==> src/hdl/crb_pkg.sv <==
`timescale 1ns / 1ps
// ----------------------------------------------------------------------------
// crb_pkg
// shared constants, codes and controller/datapath interface types
// ----------------------------------------------------------------------------
package crb_pkg;

   localparam int DEF_MAX_WIDTH  = 1024;
   localparam int DEF_MAX_HEIGHT = 1024;
   localparam int DEF_SURFACES   = 2;

   // configuration registers
   localparam int NUM_REGS        = 5;
   localparam int REG_S0_WIDTH    = 0;
   localparam int REG_S0_HEIGHT   = 1;
   localparam int REG_S1_WIDTH    = 2;
   localparam int REG_S1_HEIGHT   = 3;
   localparam int REG_KEY_EXEMPT  = 4;
   localparam logic [10:0] RST_SURF_WIDTH  = 11'd640;
   localparam logic [10:0] RST_SURF_HEIGHT = 11'd480;
   localparam logic [10:0] RST_KEY_EXEMPT  = 11'd640;

   // request modes
   localparam logic [1:0] MODE_PIX_WRITE = 2'd0;
   localparam logic [1:0] MODE_PIX_READ  = 2'd1;
   localparam logic [1:0] MODE_FILL      = 2'd2;
   localparam logic [1:0] MODE_COPY      = 2'd3;

   // datapath commands
   localparam logic [3:0] CMD_NONE  = 4'd0;
   localparam logic [3:0] CMD_LOAD  = 4'd1;
   localparam logic [3:0] CMD_CLIPA = 4'd2;
   localparam logic [3:0] CMD_CLIPB = 4'd3;
   localparam logic [3:0] CMD_CLIPC = 4'd4;
   localparam logic [3:0] CMD_CLIPD = 4'd5;
   localparam logic [3:0] CMD_ADDR1 = 4'd6;
   localparam logic [3:0] CMD_ADDR2 = 4'd7;
   localparam logic [3:0] CMD_RUN   = 4'd8;
   localparam logic [3:0] CMD_PIX   = 4'd9;
   localparam logic [3:0] CMD_PIXD  = 4'd10;

   typedef logic signed [15:0] coord_type;

   typedef struct packed {
      logic [3:0] op;
      logic       rsp_load;
   } cmd_type;

   typedef struct packed {
      logic clip_empty;
      logic last;
   } status_type;

endpackage

==> src/hdl/crb_ctrl.sv <==
`timescale 1ns / 1ps
// ----------------------------------------------------------------------------
// crb_ctrl
// command sequencer: clip steps, address setup, pixel loop, response
// ----------------------------------------------------------------------------
module crb_ctrl (
   input  logic                clock,
   input  logic                reset,
   input  logic                req_valid,
   input  logic [1:0]          req_mode,
   output logic                req_ready,
   output logic                rsp_valid,
   input  logic                rsp_ready,
   input  crb_pkg::status_type status,
   output crb_pkg::cmd_type    cmd
);
   import crb_pkg::*;

   localparam logic [3:0] S_IDLE  = 4'd0;
   localparam logic [3:0] S_CLIPA = 4'd1;
   localparam logic [3:0] S_CLIPB = 4'd2;
   localparam logic [3:0] S_CLIPC = 4'd3;
   localparam logic [3:0] S_CLIPD = 4'd4;
   localparam logic [3:0] S_ADDR1 = 4'd5;
   localparam logic [3:0] S_ADDR2 = 4'd6;
   localparam logic [3:0] S_RUN   = 4'd7;
   localparam logic [3:0] S_DRAIN = 4'd8;
   localparam logic [3:0] S_PIX   = 4'd9;
   localparam logic [3:0] S_PIXD  = 4'd10;
   localparam logic [3:0] S_RESP  = 4'd11;

   logic [3:0] state_ff, state_in;
   logic       rsp_valid_ff, rsp_valid_in;
   logic [1:0] mode_ff, mode_in;

   always_comb begin
      state_in     = state_ff;
      mode_in      = mode_ff;
      cmd.op       = CMD_NONE;
      cmd.rsp_load = 1'b0;
      req_ready    = 1'b0;
      rsp_valid_in = rsp_valid_ff && !rsp_ready;
      case (state_ff)
         S_IDLE: begin
            req_ready = 1'b1;
            if (req_valid) begin
               cmd.op  = CMD_LOAD;
               mode_in = req_mode;
               if (req_mode == MODE_COPY) begin
                  state_in = S_CLIPA;
               end else if (req_mode == MODE_FILL) begin
                  state_in = S_CLIPB;
               end else begin
                  state_in = S_PIX;
               end
            end
         end
         S_CLIPA: begin
            cmd.op   = CMD_CLIPA;
            state_in = S_CLIPB;
         end
         S_CLIPB: begin
            cmd.op   = CMD_CLIPB;
            state_in = (mode_ff == MODE_COPY) ? S_CLIPC : S_CLIPD;
         end
         S_CLIPC: begin
            cmd.op   = CMD_CLIPC;
            state_in = S_CLIPD;
         end
         S_CLIPD: begin
            cmd.op   = CMD_CLIPD;
            state_in = S_ADDR1;
         end
         S_ADDR1: begin
            cmd.op   = CMD_ADDR1;
            state_in = status.clip_empty ? S_RESP : S_ADDR2;
         end
         S_ADDR2: begin
            cmd.op   = CMD_ADDR2;
            state_in = S_RUN;
         end
         S_RUN: begin
            cmd.op = CMD_RUN;
            if (status.last) begin
               state_in = S_DRAIN;
            end
         end
         S_DRAIN: begin
            state_in = S_RESP;
         end
         S_PIX: begin
            cmd.op   = CMD_PIX;
            state_in = S_PIXD;
         end
         S_PIXD: begin
            cmd.op   = CMD_PIXD;
            state_in = S_RESP;
         end
         S_RESP: begin
            if (!rsp_valid_ff || rsp_ready) begin
               cmd.rsp_load = 1'b1;
               rsp_valid_in = 1'b1;
               state_in     = S_IDLE;
            end
         end
         default: begin
            state_in = S_IDLE;
         end
      endcase
   end

   always_ff @(posedge clock) begin
      if (reset) begin
         state_ff     <= S_IDLE;
         rsp_valid_ff <= 1'b0;
         mode_ff      <= MODE_PIX_WRITE;
      end else begin
         state_ff     <= state_in;
         rsp_valid_ff <= rsp_valid_in;
         mode_ff      <= mode_in;
      end
   end

   assign rsp_valid = rsp_valid_ff;

endmodule

==> config.mk <==
export PLATFORM = sky130hd
export DESIGN_NAME = crb_ctrl
export DESIGN_NICKNAME = d
export VERILOG_FILES = /design/src/hdl/crb_pkg.sv /design/src/hdl/crb_ctrl.sv
export SDC_FILE = /design/constraint.sdc
export NUM_CORES = 1
export LEC_CHECK = 0
export BUFFER_PORTS_ARGS = -buffer_cell sky130_fd_sc_hd__buf_2
export CAP_MARGIN = 40
export CORE_AREA = 8 8 45 47
export CTS_CLUSTER_SIZE = 12
export DETAILED_ROUTE_END_ITERATION = 7
export DIE_AREA = 0 0 53 55
export PLACE_DENSITY = 0.68
export SKIP_LAST_GASP = 1
export SYNTH_ARGS = -nofsm -noshare
export SYNTH_HDL_FRONTEND = slang
export SYNTH_SLANG_ARGS = --single-unit
==> constraint.sdc <==
create_clock -name clock -period 1.7 [get_ports clock]
set_clock_uncertainty 0.1 [all_clocks]
set_input_delay 0.255 -clock clock [delete_from_list [all_inputs] [get_ports clock]]
set_output_delay 0.255 -clock clock [all_outputs]
set_load 0.005 [all_outputs]
==> impl_metrics.json <==
{
  "setup_tns_ps": 0,
  "diodes": 0,
  "multi_input_area_um2": 425.4,
  "crit_path_end_kind": "output port",
  "grt_pass1_wl_um": 2352,
  "regArea_um2": 148.9,
  "cts_tree": "yes",
  "hold_viol": 0,
  "leakagePower_nw": 0.3309,
  "viasPerCell": 5.427,
  "tightest_slew_ps": 250.1,
  "crit_slowest_cell": "dfxtp_4",
  "place_hpwl_um": 1151,
  "placed_area_um2": 703.2,
  "numCtsBuffers": 3,
  "fin_nets": 110,
  "critPathTopFamily": "buffers and inverters",
  "stdcell_count": 117,
  "antenna_found_initial": 0,
  "finalSetupViolations": 0,
  "via_count": 635,
  "num_rows": 14,
  "cts_max_level": 1,
  "initial_core_util": 0.4439,
  "area_growth_pct": 26.48,
  "worstPathArrival_ps": 1270,
  "fillers": 132,
  "critPathMaxFanout": 7,
  "worstSetupStartpointType": "register",
  "first_global_vias": 570,
  "synth_cells": 79,
  "max_slew_margin": 0.8322,
  "first_pass_iters": 4,
  "avgSynthCellArea_um2": 7.776,
  "wirelength_um": 1463,
  "dp_cells": 110,
  "ys_seq_elements": 7,
  "globalRouteMet1Util": 0.1244,
  "die_h_um": 55,
  "crit_required_ps": 1340,
  "clk_path_buf_depth": 2,
  "ant_nets": 0,
  "final_area_um2": 777.0,
  "die_w_um": 53,
  "grt_overflow": 0,
  "dieArea_um2": 2915,
  "finalCritPeriodShare": 0.9567,
  "synth_top_cell_by_area": "dfxtp_1",
  "synthTopCellsByArea": "dfxtp_1 23%, buf_6 5.5%, a21oi_1 4.9%",
  "rsz0062_at_grt": "no",
  "synth.cell_area_um2": 614.3,
  "crit_path_frequent_cell": "buf_4",
  "cts.sinks": 7,
  "clk_latency_ps": 260,
  "path_cells": "buf_4, buf_4, o31ai_2, buf_2",
  "drt_iter0_markers": 14,
  "outcome": "complete, no violations",
  "grt_use_met2": 0.1621,
  "busiest_layer": "met2",
  "drv_slew": 0,
  "synth-warning-count": 0,
  "routabilityCongestion": 0.9218,
  "finalPower_mw": 1.454,
  "path_clk_slew_ps": 60,
  "route.detailed.drc": 0,
  "crit_buf_inv": 3,
  "pin_count": 15,
  "peakVddDrop_mv": 0.9759,
  "syn_nets": 87,
  "grt_usage": 0.1060,
  "min_path_type": "input port to register",
  "met3_usage": 0.02406,
  "hold_ws_ps": 140.4,
  "synth_top_area_frac": 0.2281,
  "wl_per_cell_um": 12.50,
  "io_buffers": 14,
  "yosysSeqAreaShare": 0.2281,
  "cap_violations": 0,
  "timing.fmax_mhz": 614.9,
  "cts_root_buf": "clkbuf_4",
  "final_layout_size_suffix_gt1_frac": 0.3960,
  "critPathMaxStageDelay_ps": 360,
  "fin_crit_ps": 1626,
  "core_region_area_um2": 1384,
  "synth_cell_type_count": 40,
  "grt_start_max_net_pins": 10,
  "crit_type": "register to output port",
  "power.density_nw_per_um2": 1871
}
-- worst reg2reg max path, stage by stage, from the launching register on --
cell       delay, ps
dfxtp_4          360
buf_6            140
nor4_4           290
buf_4            170
nand2b_2          60
o2111ai_1        100
o32ai_2          100
-- cells in the final DEF, fill, tap and decap left out, types with 2 or more instances in the layout --
cell / instances
dfxtp_1: 4
buf_2: 14
nor3_1: 2
nor2_1: 8
nand3_1: 4
nand2_1: 6
o21ai_1: 3
o31ai_2: 2
nand2b_1: 3
inv_1: 2
clkbuf_4: 3
dfxtp_4: 2
buf_4: 9
a21oi_1: 6
a211oi_1: 2
nor2b_1: 3
-- per-layer routing --
layer	share of wire	routed length (um)
met5	0	0
met4	0.018	27
met3	0.055	81
met2	0.47	685
met1	0.46	668
-- metrics by stage --
| step | setup slack, ps | utilization |
|---|---|---|
| floorplan | 365.9 | - |
| detailed placement | 227.4 | 0.5081 |
| CTS | 4.584 | 0.5344 |
| global route | 8.653 | 0.5615 |
| finish | 73.62 | 0.5615 |
| global placement | 249.4 | 0.5081 |
-- sequential cells by signal, indices dropped and copies added, names as in the netlist --
name,count
mode_ff,2
rsp_valid,1
state_ff,4
-- synthesized netlist by cell type (all sizes together) --
| cell type | instances |
|---|---|
| a221oi | 1 |
| or2 | 1 |
| o211ai | 1 |
| nor2 | 9 |
| a211oi | 2 |
| nor3 | 3 |
| o31ai | 2 |
| o21ai | 4 |
| o22a | 1 |
| o2111ai | 1 |
| and2 | 1 |
| a21oi | 6 |
| buf | 6 |
| xor2 | 1 |
| o22ai | 1 |
| nand3 | 4 |
| mux2i | 1 |
| nand2b | 5 |
| a21o | 1 |
| and2b | 1 |
| inv | 2 |
| dfxtp | 7 |
| nor2b | 3 |
| nand2 | 7 |
| and3 | 1 |
| a21boi | 1 |
| o32ai | 1 |
| o21a | 1 |
| nand4 | 1 |
| nor4 | 2 |
| nand3b | 1 |
-- repair_timing --
item	4_1_cts	5_1_grt
pin swaps	1	1
resized for setup	2	7
setup endpoints to repair	4	3
endpoints found under the hold margin	0	0
hold buffers	0	0
buffers inserted	1	2
-- power breakdown --
part           internal [mW]  switching, mW
sequential             0.236         0.0652
combinational          0.500          0.490
clock                 0.0902         0.0718
total                  0.827          0.627
-- worst paths after layout --
kind	start	end	slack, ps	cells past startpoint
worst min register to register	mode_ff[1]$_SDFFE_PP0P_	mode_ff[1]$_SDFFE_PP0P_	360	2
worst max-delay path	state_ff[0]$_SDFFE_PP0P_	cmd[1]	70	4
worst min-delay path	reset	state_ff[2]$_SDFFE_PP0P_	140	2
worst max register to register	state_ff[2]$_SDFFE_PP0P_	state_ff[3]$_SDFFE_PP0P_	250	6
-- cell type report --
type / instances / area share
multi-input cells: 64 / 0.5475
flip-flops and latches: 7 / 0.1916
repair buffers: 24 / 0.1916
clock buffers: 4 / 0.03382
well taps: 16 / 0.02576
inverters: 2 / 0.009662
-- cell families (layout without fill, tap and decap cells) --
group,after synthesis,after routing,share of synthesized area
buffers and inverters,8,30,0.09978
xor gates and xnor gates,1,1,0.01426
and+or+nand+nor,39,39,0.3667
DFF,7,7,0.2281
AOI/OAI and AO/OA,23,23,0.2750
muxes,1,1,0.01629
Power figures use the tool's default switching activity.
