[config.mk]
export PLATFORM = sky130hd
export DESIGN_NAME = crb_dp
export DESIGN_NICKNAME = d
export VERILOG_FILES = /design/src/hdl/crb_pkg.sv /design/src/hdl/crb_dp.sv
export SDC_FILE = /design/constraint.sdc
export NUM_CORES = 2
export LEC_CHECK = 0
export CORE_MARGIN = 2
export CORE_UTILIZATION = 55
export CTS_CLUSTER_DIAMETER = 200
export DETAILED_ROUTE_END_ITERATION = 10
export DONT_BUFFER_PORTS = 1
export PLACE_DENSITY = 0.74
export SETUP_SLACK_MARGIN = 0.4
export SYNTH_ARGS = -nofsm -noshare
export SYNTH_HDL_FRONTEND = slang
export SYNTH_SLANG_ARGS = --single-unit
[constraint.sdc]
create_clock -name clock -period 6.9 [get_ports clock]
set_clock_uncertainty 0.2 [all_clocks]
set_input_delay 1.38 -clock clock [delete_from_list [all_inputs] [get_ports clock]]
set_output_delay 1.38 -clock clock [all_outputs]
set_load 0.02 [all_outputs]
[src/hdl/crb_pkg.sv]
`timescale 1ns / 1ps
// ----------------------------------------------------------------------------
// crb_pkg
// shared constants, codes and controller/datapath interface types
// ----------------------------------------------------------------------------
package crb_pkg;

   localparam int DEF_MAX_WIDTH  = 1024;
   localparam int DEF_MAX_HEIGHT = 1024;
   localparam int DEF_SURFACES   = 2;

   // configuration registers
   localparam int NUM_REGS        = 5;
   localparam int REG_S0_WIDTH    = 0;
   localparam int REG_S0_HEIGHT   = 1;
   localparam int REG_S1_WIDTH    = 2;
   localparam int REG_S1_HEIGHT   = 3;
   localparam int REG_KEY_EXEMPT  = 4;
   localparam logic [10:0] RST_SURF_WIDTH  = 11'd640;
   localparam logic [10:0] RST_SURF_HEIGHT = 11'd480;
   localparam logic [10:0] RST_KEY_EXEMPT  = 11'd640;

   // request modes
   localparam logic [1:0] MODE_PIX_WRITE = 2'd0;
   localparam logic [1:0] MODE_PIX_READ  = 2'd1;
   localparam logic [1:0] MODE_FILL      = 2'd2;
   localparam logic [1:0] MODE_COPY      = 2'd3;

   // datapath commands
   localparam logic [3:0] CMD_NONE  = 4'd0;
   localparam logic [3:0] CMD_LOAD  = 4'd1;
   localparam logic [3:0] CMD_CLIPA = 4'd2;
   localparam logic [3:0] CMD_CLIPB = 4'd3;
   localparam logic [3:0] CMD_CLIPC = 4'd4;
   localparam logic [3:0] CMD_CLIPD = 4'd5;
   localparam logic [3:0] CMD_ADDR1 = 4'd6;
   localparam logic [3:0] CMD_ADDR2 = 4'd7;
   localparam logic [3:0] CMD_RUN   = 4'd8;
   localparam logic [3:0] CMD_PIX   = 4'd9;
   localparam logic [3:0] CMD_PIXD  = 4'd10;

   typedef logic signed [15:0] coord_type;

   typedef struct packed {
      logic [3:0] op;
      logic       rsp_load;
   } cmd_type;

   typedef struct packed {
      logic clip_empty;
      logic last;
   } status_type;

endpackage

[src/hdl/crb_dp.sv]
`timescale 1ns / 1ps
// ----------------------------------------------------------------------------
// crb_dp
// datapath: config registers, clipping, address generation, store access
// ----------------------------------------------------------------------------
module crb_dp #(
   parameter int MAX_WIDTH  = crb_pkg::DEF_MAX_WIDTH,
   parameter int MAX_HEIGHT = crb_pkg::DEF_MAX_HEIGHT,
   parameter int SURFACES   = crb_pkg::DEF_SURFACES,
   parameter int AW         = $clog2(SURFACES * MAX_HEIGHT * MAX_WIDTH)
) (
   input  logic                clock,
   input  logic                reset,
   input  crb_pkg::cmd_type    cmd,
   output crb_pkg::status_type status,
   input  logic                csr_write,
   input  logic [2:0]          csr_index,
   input  logic [10:0]         csr_data,
   input  logic [1:0]          req_mode,
   input  logic                req_dst_surface,
   input  logic                req_src_surface,
   input  logic signed [11:0]  req_rect_x,
   input  logic signed [11:0]  req_rect_y,
   input  logic signed [11:0]  req_rect_w,
   input  logic signed [11:0]  req_rect_h,
   input  logic signed [11:0]  req_dst_x,
   input  logic signed [11:0]  req_dst_y,
   input  logic [7:0]          req_pixel_value,
   input  logic                req_keyed,
   input  logic                req_full_rect,
   output logic                ram_we,
   output logic [AW-1:0]       ram_waddr,
   output logic [7:0]          ram_wdata,
   output logic [AW-1:0]       ram_raddr,
   input  logic [7:0]          ram_rdata,
   output logic [7:0]          rsp_read_value,
   output logic                rsp_nothing_drawn
);
   import crb_pkg::*;

   localparam int CW = $clog2(MAX_WIDTH);
   localparam int RW = $clog2(MAX_HEIGHT);

   logic [10:0] cfg_ff [NUM_REGS];
   logic [10:0] cfg_in [NUM_REGS];

   logic [1:0]    mode_ff, mode_in;
   logic          ds_ff, ds_in, ss_ff, ss_in;
   logic [7:0]    pv_ff, pv_in;
   logic          keyed_ff, keyed_in;
   coord_type     sx_ff, sx_in, sy_ff, sy_in, dx_ff, dx_in, dy_ff, dy_in;
   coord_type     w_ff, w_in, h_ff, h_in, orig_w_ff, orig_w_in;
   logic [AW-1:0] src_base_ff, src_base_in, dst_base_ff, dst_base_in;
   logic [AW-1:0] off_ff, off_in, jump_ff, jump_in;
   logic [AW-1:0] src_addr_ff, src_addr_in, dst_addr_ff, dst_addr_in;
   logic [AW-1:0] p_dst_ff, p_dst_in;
   logic          rev_ff, rev_in, p_valid_ff, p_valid_in, inside_ff, inside_in;
   logic [CW-1:0] col_ff, col_in;
   logic [RW-1:0] row_ff, row_in;
   logic          res_empty_ff, res_empty_in, rsp_empty_ff, rsp_empty_in;
   logic [7:0]    res_val_ff, res_val_in, rsp_val_ff, rsp_val_in;

   coord_type     dw, dh, sw, sh, req_dw, req_dh, req_sw, req_sh;
   logic [AW-1:0] pix_a;
   logic          pix_hit, skip0;

   function automatic coord_type clamp_size(input logic [10:0] v, input int lim);
      if (int'(v) > lim) begin
         return coord_type'(lim);
      end
      return coord_type'({5'b0, v});
   endfunction

   function automatic coord_type surf_w(input logic s);
      if (int'(s) >= SURFACES) begin
         return '0;
      end
      return s ? clamp_size(cfg_ff[REG_S1_WIDTH], MAX_WIDTH)
               : clamp_size(cfg_ff[REG_S0_WIDTH], MAX_WIDTH);
   endfunction

   function automatic coord_type surf_h(input logic s);
      if (int'(s) >= SURFACES) begin
         return '0;
      end
      return s ? clamp_size(cfg_ff[REG_S1_HEIGHT], MAX_HEIGHT)
               : clamp_size(cfg_ff[REG_S0_HEIGHT], MAX_HEIGHT);
   endfunction

   // linear store address, row pitch of one maximal surface row
   function automatic logic [AW-1:0] pix_addr(input logic s, input coord_type x,
                                             input coord_type y);
      logic [AW-1:0] row;
      row = AW'(s) * AW'(MAX_HEIGHT) + AW'(y);
      return row * AW'(MAX_WIDTH) + AW'(x);
   endfunction

   always_comb begin
      dw      = surf_w(ds_ff);
      dh      = surf_h(ds_ff);
      sw      = surf_w(ss_ff);
      sh      = surf_h(ss_ff);
      req_dw  = surf_w(req_dst_surface);
      req_dh  = surf_h(req_dst_surface);
      req_sw  = surf_w(req_src_surface);
      req_sh  = surf_h(req_src_surface);
      pix_a   = pix_addr(ds_ff, dx_ff, dy_ff);
      pix_hit = (dx_ff >= 0) && (dy_ff >= 0) && (dx_ff < dw) && (dy_ff < dh);
      skip0   = keyed_ff && (orig_w_ff != coord_type'({5'b0, cfg_ff[REG_KEY_EXEMPT]}));
   end

   assign status.clip_empty = (w_ff <= 0) || (h_ff <= 0);
   assign status.last       = (col_ff == '0) && (row_ff == '0);

   // store ports
   always_comb begin
      ram_raddr = (cmd.op == CMD_PIX) ? pix_a : src_addr_ff;
      if (cmd.op == CMD_PIX) begin
         ram_we    = pix_hit && (mode_ff == MODE_PIX_WRITE);
         ram_waddr = pix_a;
         ram_wdata = pv_ff;
      end else if (cmd.op == CMD_RUN && mode_ff == MODE_FILL) begin
         ram_we    = 1'b1;
         ram_waddr = dst_addr_ff;
         ram_wdata = pv_ff;
      end else begin
         ram_we    = p_valid_ff && !(skip0 && ram_rdata == 8'd0);
         ram_waddr = p_dst_ff;
         ram_wdata = ram_rdata;
      end
   end

   always_comb begin
      cfg_in = cfg_ff;
      for (int i = 0; i < NUM_REGS; i++) begin
         if (csr_write && csr_index == 3'(i)) begin
            cfg_in[i] = csr_data;
         end
      end

      mode_in      = mode_ff;
      ds_in        = ds_ff;
      ss_in        = ss_ff;
      pv_in        = pv_ff;
      keyed_in     = keyed_ff;
      sx_in        = sx_ff;
      sy_in        = sy_ff;
      dx_in        = dx_ff;
      dy_in        = dy_ff;
      w_in         = w_ff;
      h_in         = h_ff;
      orig_w_in    = orig_w_ff;
      src_base_in  = src_base_ff;
      dst_base_in  = dst_base_ff;
      off_in       = off_ff;
      jump_in      = jump_ff;
      src_addr_in  = src_addr_ff;
      dst_addr_in  = dst_addr_ff;
      rev_in       = rev_ff;
      col_in       = col_ff;
      row_in       = row_ff;
      inside_in    = inside_ff;
      res_empty_in = res_empty_ff;
      res_val_in   = res_val_ff;
      p_valid_in   = (cmd.op == CMD_RUN) && (mode_ff == MODE_COPY);
      p_dst_in     = dst_addr_ff;

      case (cmd.op)
         CMD_LOAD: begin
            mode_in      = req_mode;
            ds_in        = req_dst_surface;
            ss_in        = req_src_surface;
            pv_in        = req_pixel_value;
            keyed_in     = req_keyed;
            res_empty_in = 1'b0;
            res_val_in   = 8'd0;
            sx_in        = coord_type'(req_rect_x);
            sy_in        = coord_type'(req_rect_y);
            w_in         = coord_type'(req_rect_w);
            h_in         = coord_type'(req_rect_h);
            dx_in        = coord_type'(req_dst_x);
            dy_in        = coord_type'(req_dst_y);
            if (req_mode == MODE_FILL) begin
               // fill rectangle lives in destination coordinates
               dx_in = coord_type'(req_rect_x);
               dy_in = coord_type'(req_rect_y);
               if (req_full_rect) begin
                  dx_in = '0;
                  dy_in = '0;
                  w_in  = req_dw;
                  h_in  = req_dh;
               end
            end else if (req_mode == MODE_COPY && req_full_rect) begin
               sx_in = '0;
               sy_in = '0;
               w_in  = req_sw;
               h_in  = req_sh;
            end
            orig_w_in = w_in;
         end
         CMD_CLIPA: begin
            if (sx_ff < 0) begin
               dx_in = dx_ff - sx_ff;
               w_in  = w_ff + sx_ff;
               sx_in = '0;
            end
            if (sy_ff < 0) begin
               dy_in = dy_ff - sy_ff;
               h_in  = h_ff + sy_ff;
               sy_in = '0;
            end
         end
         CMD_CLIPB: begin
            if (dx_ff < 0) begin
               sx_in = sx_ff - dx_ff;
               w_in  = w_ff + dx_ff;
               dx_in = '0;
            end
            if (dy_ff < 0) begin
               sy_in = sy_ff - dy_ff;
               h_in  = h_ff + dy_ff;
               dy_in = '0;
            end
         end
         CMD_CLIPC: begin
            if (sx_ff + w_ff > sw) begin
               w_in = sw - sx_ff;
            end
            if (sy_ff + h_ff > sh) begin
               h_in = sh - sy_ff;
            end
         end
         CMD_CLIPD: begin
            if (dx_ff + w_ff > dw) begin
               w_in = dw - dx_ff;
            end
            if (dy_ff + h_ff > dh) begin
               h_in = dh - dy_ff;
            end
         end
         CMD_ADDR1: begin
            src_base_in = pix_addr(ss_ff, sx_ff, sy_ff);
            dst_base_in = pix_addr(ds_ff, dx_ff, dy_ff);
            off_in      = AW'(h_ff - 16'sd1) * AW'(MAX_WIDTH) + AW'(w_ff - 16'sd1);
            jump_in     = AW'(MAX_WIDTH) - AW'(w_ff) + AW'(1);
            if (status.clip_empty) begin
               res_empty_in = 1'b1;
            end
         end
         CMD_ADDR2: begin
            // overlapping copy forward in the store walks backward
            rev_in      = (mode_ff == MODE_COPY) && (ss_ff == ds_ff) &&
                          (dst_base_ff > src_base_ff);
            src_addr_in = rev_in ? src_base_ff + off_ff : src_base_ff;
            dst_addr_in = rev_in ? dst_base_ff + off_ff : dst_base_ff;
            col_in      = CW'(w_ff - 16'sd1);
            row_in      = RW'(h_ff - 16'sd1);
         end
         CMD_RUN: begin
            if (col_ff == '0) begin
               col_in      = CW'(w_ff - 16'sd1);
               row_in      = row_ff - RW'(1);
               src_addr_in = rev_ff ? src_addr_ff - jump_ff : src_addr_ff + jump_ff;
               dst_addr_in = rev_ff ? dst_addr_ff - jump_ff : dst_addr_ff + jump_ff;
            end else begin
               col_in      = col_ff - CW'(1);
               src_addr_in = rev_ff ? src_addr_ff - AW'(1) : src_addr_ff + AW'(1);
               dst_addr_in = rev_ff ? dst_addr_ff - AW'(1) : dst_addr_ff + AW'(1);
            end
         end
         CMD_PIX: begin
            inside_in    = pix_hit;
            res_empty_in = !pix_hit;
         end
         CMD_PIXD: begin
            res_val_in = (inside_ff && mode_ff == MODE_PIX_READ) ? ram_rdata : 8'd0;
         end
         default: begin
         end
      endcase

      rsp_val_in   = cmd.rsp_load ? res_val_ff : rsp_val_ff;
      rsp_empty_in = cmd.rsp_load ? res_empty_ff : rsp_empty_ff;
   end

   always_ff @(posedge clock) begin
      if (reset) begin
         cfg_ff[REG_S0_WIDTH]   <= RST_SURF_WIDTH;
         cfg_ff[REG_S0_HEIGHT]  <= RST_SURF_HEIGHT;
         cfg_ff[REG_S1_WIDTH]   <= RST_SURF_WIDTH;
         cfg_ff[REG_S1_HEIGHT]  <= RST_SURF_HEIGHT;
         cfg_ff[REG_KEY_EXEMPT] <= RST_KEY_EXEMPT;
         p_valid_ff             <= 1'b0;
      end else begin
         cfg_ff     <= cfg_in;
         p_valid_ff <= p_valid_in;
      end
      mode_ff      <= mode_in;
      ds_ff        <= ds_in;
      ss_ff        <= ss_in;
      pv_ff        <= pv_in;
      keyed_ff     <= keyed_in;
      sx_ff        <= sx_in;
      sy_ff        <= sy_in;
      dx_ff        <= dx_in;
      dy_ff        <= dy_in;
      w_ff         <= w_in;
      h_ff         <= h_in;
      orig_w_ff    <= orig_w_in;
      src_base_ff  <= src_base_in;
      dst_base_ff  <= dst_base_in;
      off_ff       <= off_in;
      jump_ff      <= jump_in;
      src_addr_ff  <= src_addr_in;
      dst_addr_ff  <= dst_addr_in;
      rev_ff       <= rev_in;
      col_ff       <= col_in;
      row_ff       <= row_in;
      inside_ff    <= inside_in;
      res_empty_ff <= res_empty_in;
      res_val_ff   <= res_val_in;
      p_dst_ff     <= p_dst_in;
      rsp_val_ff   <= rsp_val_in;
      rsp_empty_ff <= rsp_empty_in;
   end

   assign rsp_read_value    = rsp_val_ff;
   assign rsp_nothing_drawn = rsp_empty_ff;

endmodule

==> metrics.csv <==
metric,value,unit
crit_type,reg -> out,
first_pass_iters,8,
hold_buffers,0,
max_freq,163,MHz
die_y,247,µm
grt.total_usage,32.0,%
cts_sinks,360,
final_nets,4280,
cp_data_arrival_time,4.56,ns
insertion_delay,0.61,ns
max-cap-violations,0,
gp_congestion,1.04,
setup_viol,0,
grt_max_degree,61,
ys_ff_latch,360,
drive_gt1_share,4.38,%
htree_levels,2,
p_int,4510,µW
die_width,247,µm
layout_min_cycle_time,6.14,ns
fin_tns_setup,0,ns
max_stage_delay,0.58,ns
synth_area,32500,µm²
num_rows,89,
power_density,188,nW/µm²
num_io_pins,178,
rsz0062_at_grt,false,
ys_types,86,
hpwl,77.7,mm
synth_area_per_cell,8.49,µm²
syn_to_final_growth,7.18,%
p_leak,0.0143,µW
combinationalPowerShare,23.5,%
finalHoldViolations,0,
p_seq_share,38.9,%
via_count,28600,
grt_pass1_wl,151,mm
finalMaxSlewViolations,0,
synthArstFlopShare,0,%
clkTransAtPathRegs,0.06,ns
crit_path_start_kind,register,
ys_seq_area_share,30.9,%
final_cell_mix,"nand2_1, ha_1, a21oi_1, inv_1, edfxtp_1",
clk_path_buf_depth,3,
drt_drc_violations_left,0,
min_path_type,reg -> reg,
drt-total-wl,98.9,mm
overflow,0,
synth.top_cell.area_share,26.2,%
path_max_fanout,23,
dieArea,61000,µm²
cts_tree,done,
vdd_drop_max,0.206,mV
final_common_cell,nand2_1,
total_power,6550,µW
syn_inst,3823,
antenna_found_initial,3,
slew_headroom,17.4,%
crit_chain,buf_4 -> nand2_1 -> o21a_1 -> ha_1 -> fa_1 -> nor2b_1 -> o21ai_0 -> a21oi_1 -> o311ai_1 -> a21boi_1 -> nor2_1 -> or4b_1 -> a21oi_1 -> o21a_1,
end_kind,primary output,
yosys-top-cells-area,"edfxtp_1, ha_1, a21oi_1, nand2_1, dfxtp_1",
status,completed,
cts_root_buffer,clkbuf_16,
vias_per_cell,6.23,
synth_enable_flop_cells,283,
cts_buffers,44,
tightest_slew,1.24,ns
drt_iter0_drc,2640,
clkPwrFrac,37.6,%
syn-num-nets,4329,
sw_frac_of_total,31.2,%
initial_core_util,55.3,%
period_share,89.0,%
routedWlPerCell,21.6,µm
required,5.32,ns
grt_pass1_vias,27100,
synth_warnings,0,
yosysTopAreaCell,edfxtp_1,
crit_path_top_delay_cell,edfxtp_1,
p_sw,2050,µW
ant_nets,0,
portBuffers,0,
core_area,58700,µm²
synth_ff_type,edfxtp_1,
-- kinds of logic (layout without fill, tap and decap cells) --
family          count (synthesis)  in the layout  synth area share (%)
compound gates               1097           1097                  21.2
buf+inv                       440            426                  5.23
fa+ha+maj                     390            390                  15.5
mux                            63             63                  2.00
flops                         360            360                  30.9
xor+xnor                      278            278                  7.50
simple gates                 1195           1195                  17.7
other cells                     0              2                     0
-- per-layer routing --
metal  wire length [µm]  up-vias  GRT usage [%]
li1                   -    13700              -
met1              40800    13400           42.3
met2              44700     1236           52.2
met3               9550      201           5.52
met4               3770        2           11.8
met5                 13        -              0
-- worst paths after layout --
path / start / endpoint / slack, ns / cells past startpoint
min reg2reg: dst_addr_ff[0] / p_dst_ff[0] / 0.20 / 0
max reg2reg: col_ff[0] / src_addr_ff[20] / 1.31 / 18
max: ds_ff / ram_we / 0.76 / 14
min: dst_addr_ff[0] / p_dst_ff[0] / 0.20 / 0
-- repair_timing --
action	4_1_cts	5_1_grt
resized for setup	0	0
setup buffers	0	1
endpoints found under the hold margin	0	0
setup endpoints to repair	0	1
-- through the flow --
stage | instance area [µm²] | hold WS, ns | setup WS [ns] | util [%] | cells
final | 34800 | 0.200 | 0.759 | 59.3 | 4584
after global routing | 34800 | 0.225 | 0.523 | 59.3 | 4583
after CTS | 34800 | 0.200 | 0.621 | 59.3 | 4581
after detailed placement | 33300 | 0.193 | 1.25 | 56.7 | 4500
after global placement | 33300 | 0.178 | 1.33 | 56.7 | 4500
after floorplan | 32500 | 0.170 | 1.72 | - | 3823
-- flip-flops by register name, indices dropped and copies added (netlist names), 17 cells and up --
name / cells
cfg_ff: 55
dst_addr_ff: 21
dst_base_ff: 21
off_ff: 21
p_dst_ff: 21
src_addr_ff: 21
src_base_ff: 21
jump_ff: 17
-- cell usage after synthesis (all sizes together) (28+ instances only) --
cell type	count
nand2	433
ha	371
a21oi	326
inv	311
edfxtp	283
o21ai	272
nor2	237
xnor2	176
clkbuf	116
xor2	102
nor3	87
a21o	85
nand3	79
dfxtp	77
nor2b	65
nand2b	53
o21a	50
a211oi	48
mux2i	48
a31oi	41
or3	37
nor4	34
nor3b	30
a21boi	29
nand3b	28
-- layout make-up --
| class | count | area (µm²) |
|---|---|---|
| Clock buffer | 57 | 1250 |
| Timing Repair Buffer | 34 | 255 |
| Inverter | 311 | 1170 |
| Fill cell | 5190 | 23900 |
| Clock inverter | 24 | 273 |
| Tap cell | 773 | 967 |
| Multi-Input combinational cell | 3023 | 20800 |
| Sequential cell | 360 | 10000 |
| Antenna cell | 2 | 5.00 |
-- power by group through the flow --
stage / registers (µW) / logic [µW] / clock network (µW)
after floorplan: 2550 / 1160 / 0
after global placement: 2590 / 1480 / 0
after detailed placement: 2590 / 1500 / 0
after CTS: 2540 / 1510 / 2490
after global routing: 2550 / 1700 / 2570
final: 2550 / 1540 / 2460
-- worst max-delay path: cells and delay by family (launching register included) --
| family | cells | cell delay (ns) |
|---|---|---|
| AO/OA/AOI/OAI | 7 | 1.69 |
| adder cells (fa/ha/maj) | 2 | 0.63 |
| flip-flops | 1 | 0.58 |
| buffers and inverters | 1 | 0.32 |
| AND/OR/NAND/NOR | 4 | 0.74 |
Power figures use the tool's default switching activity.
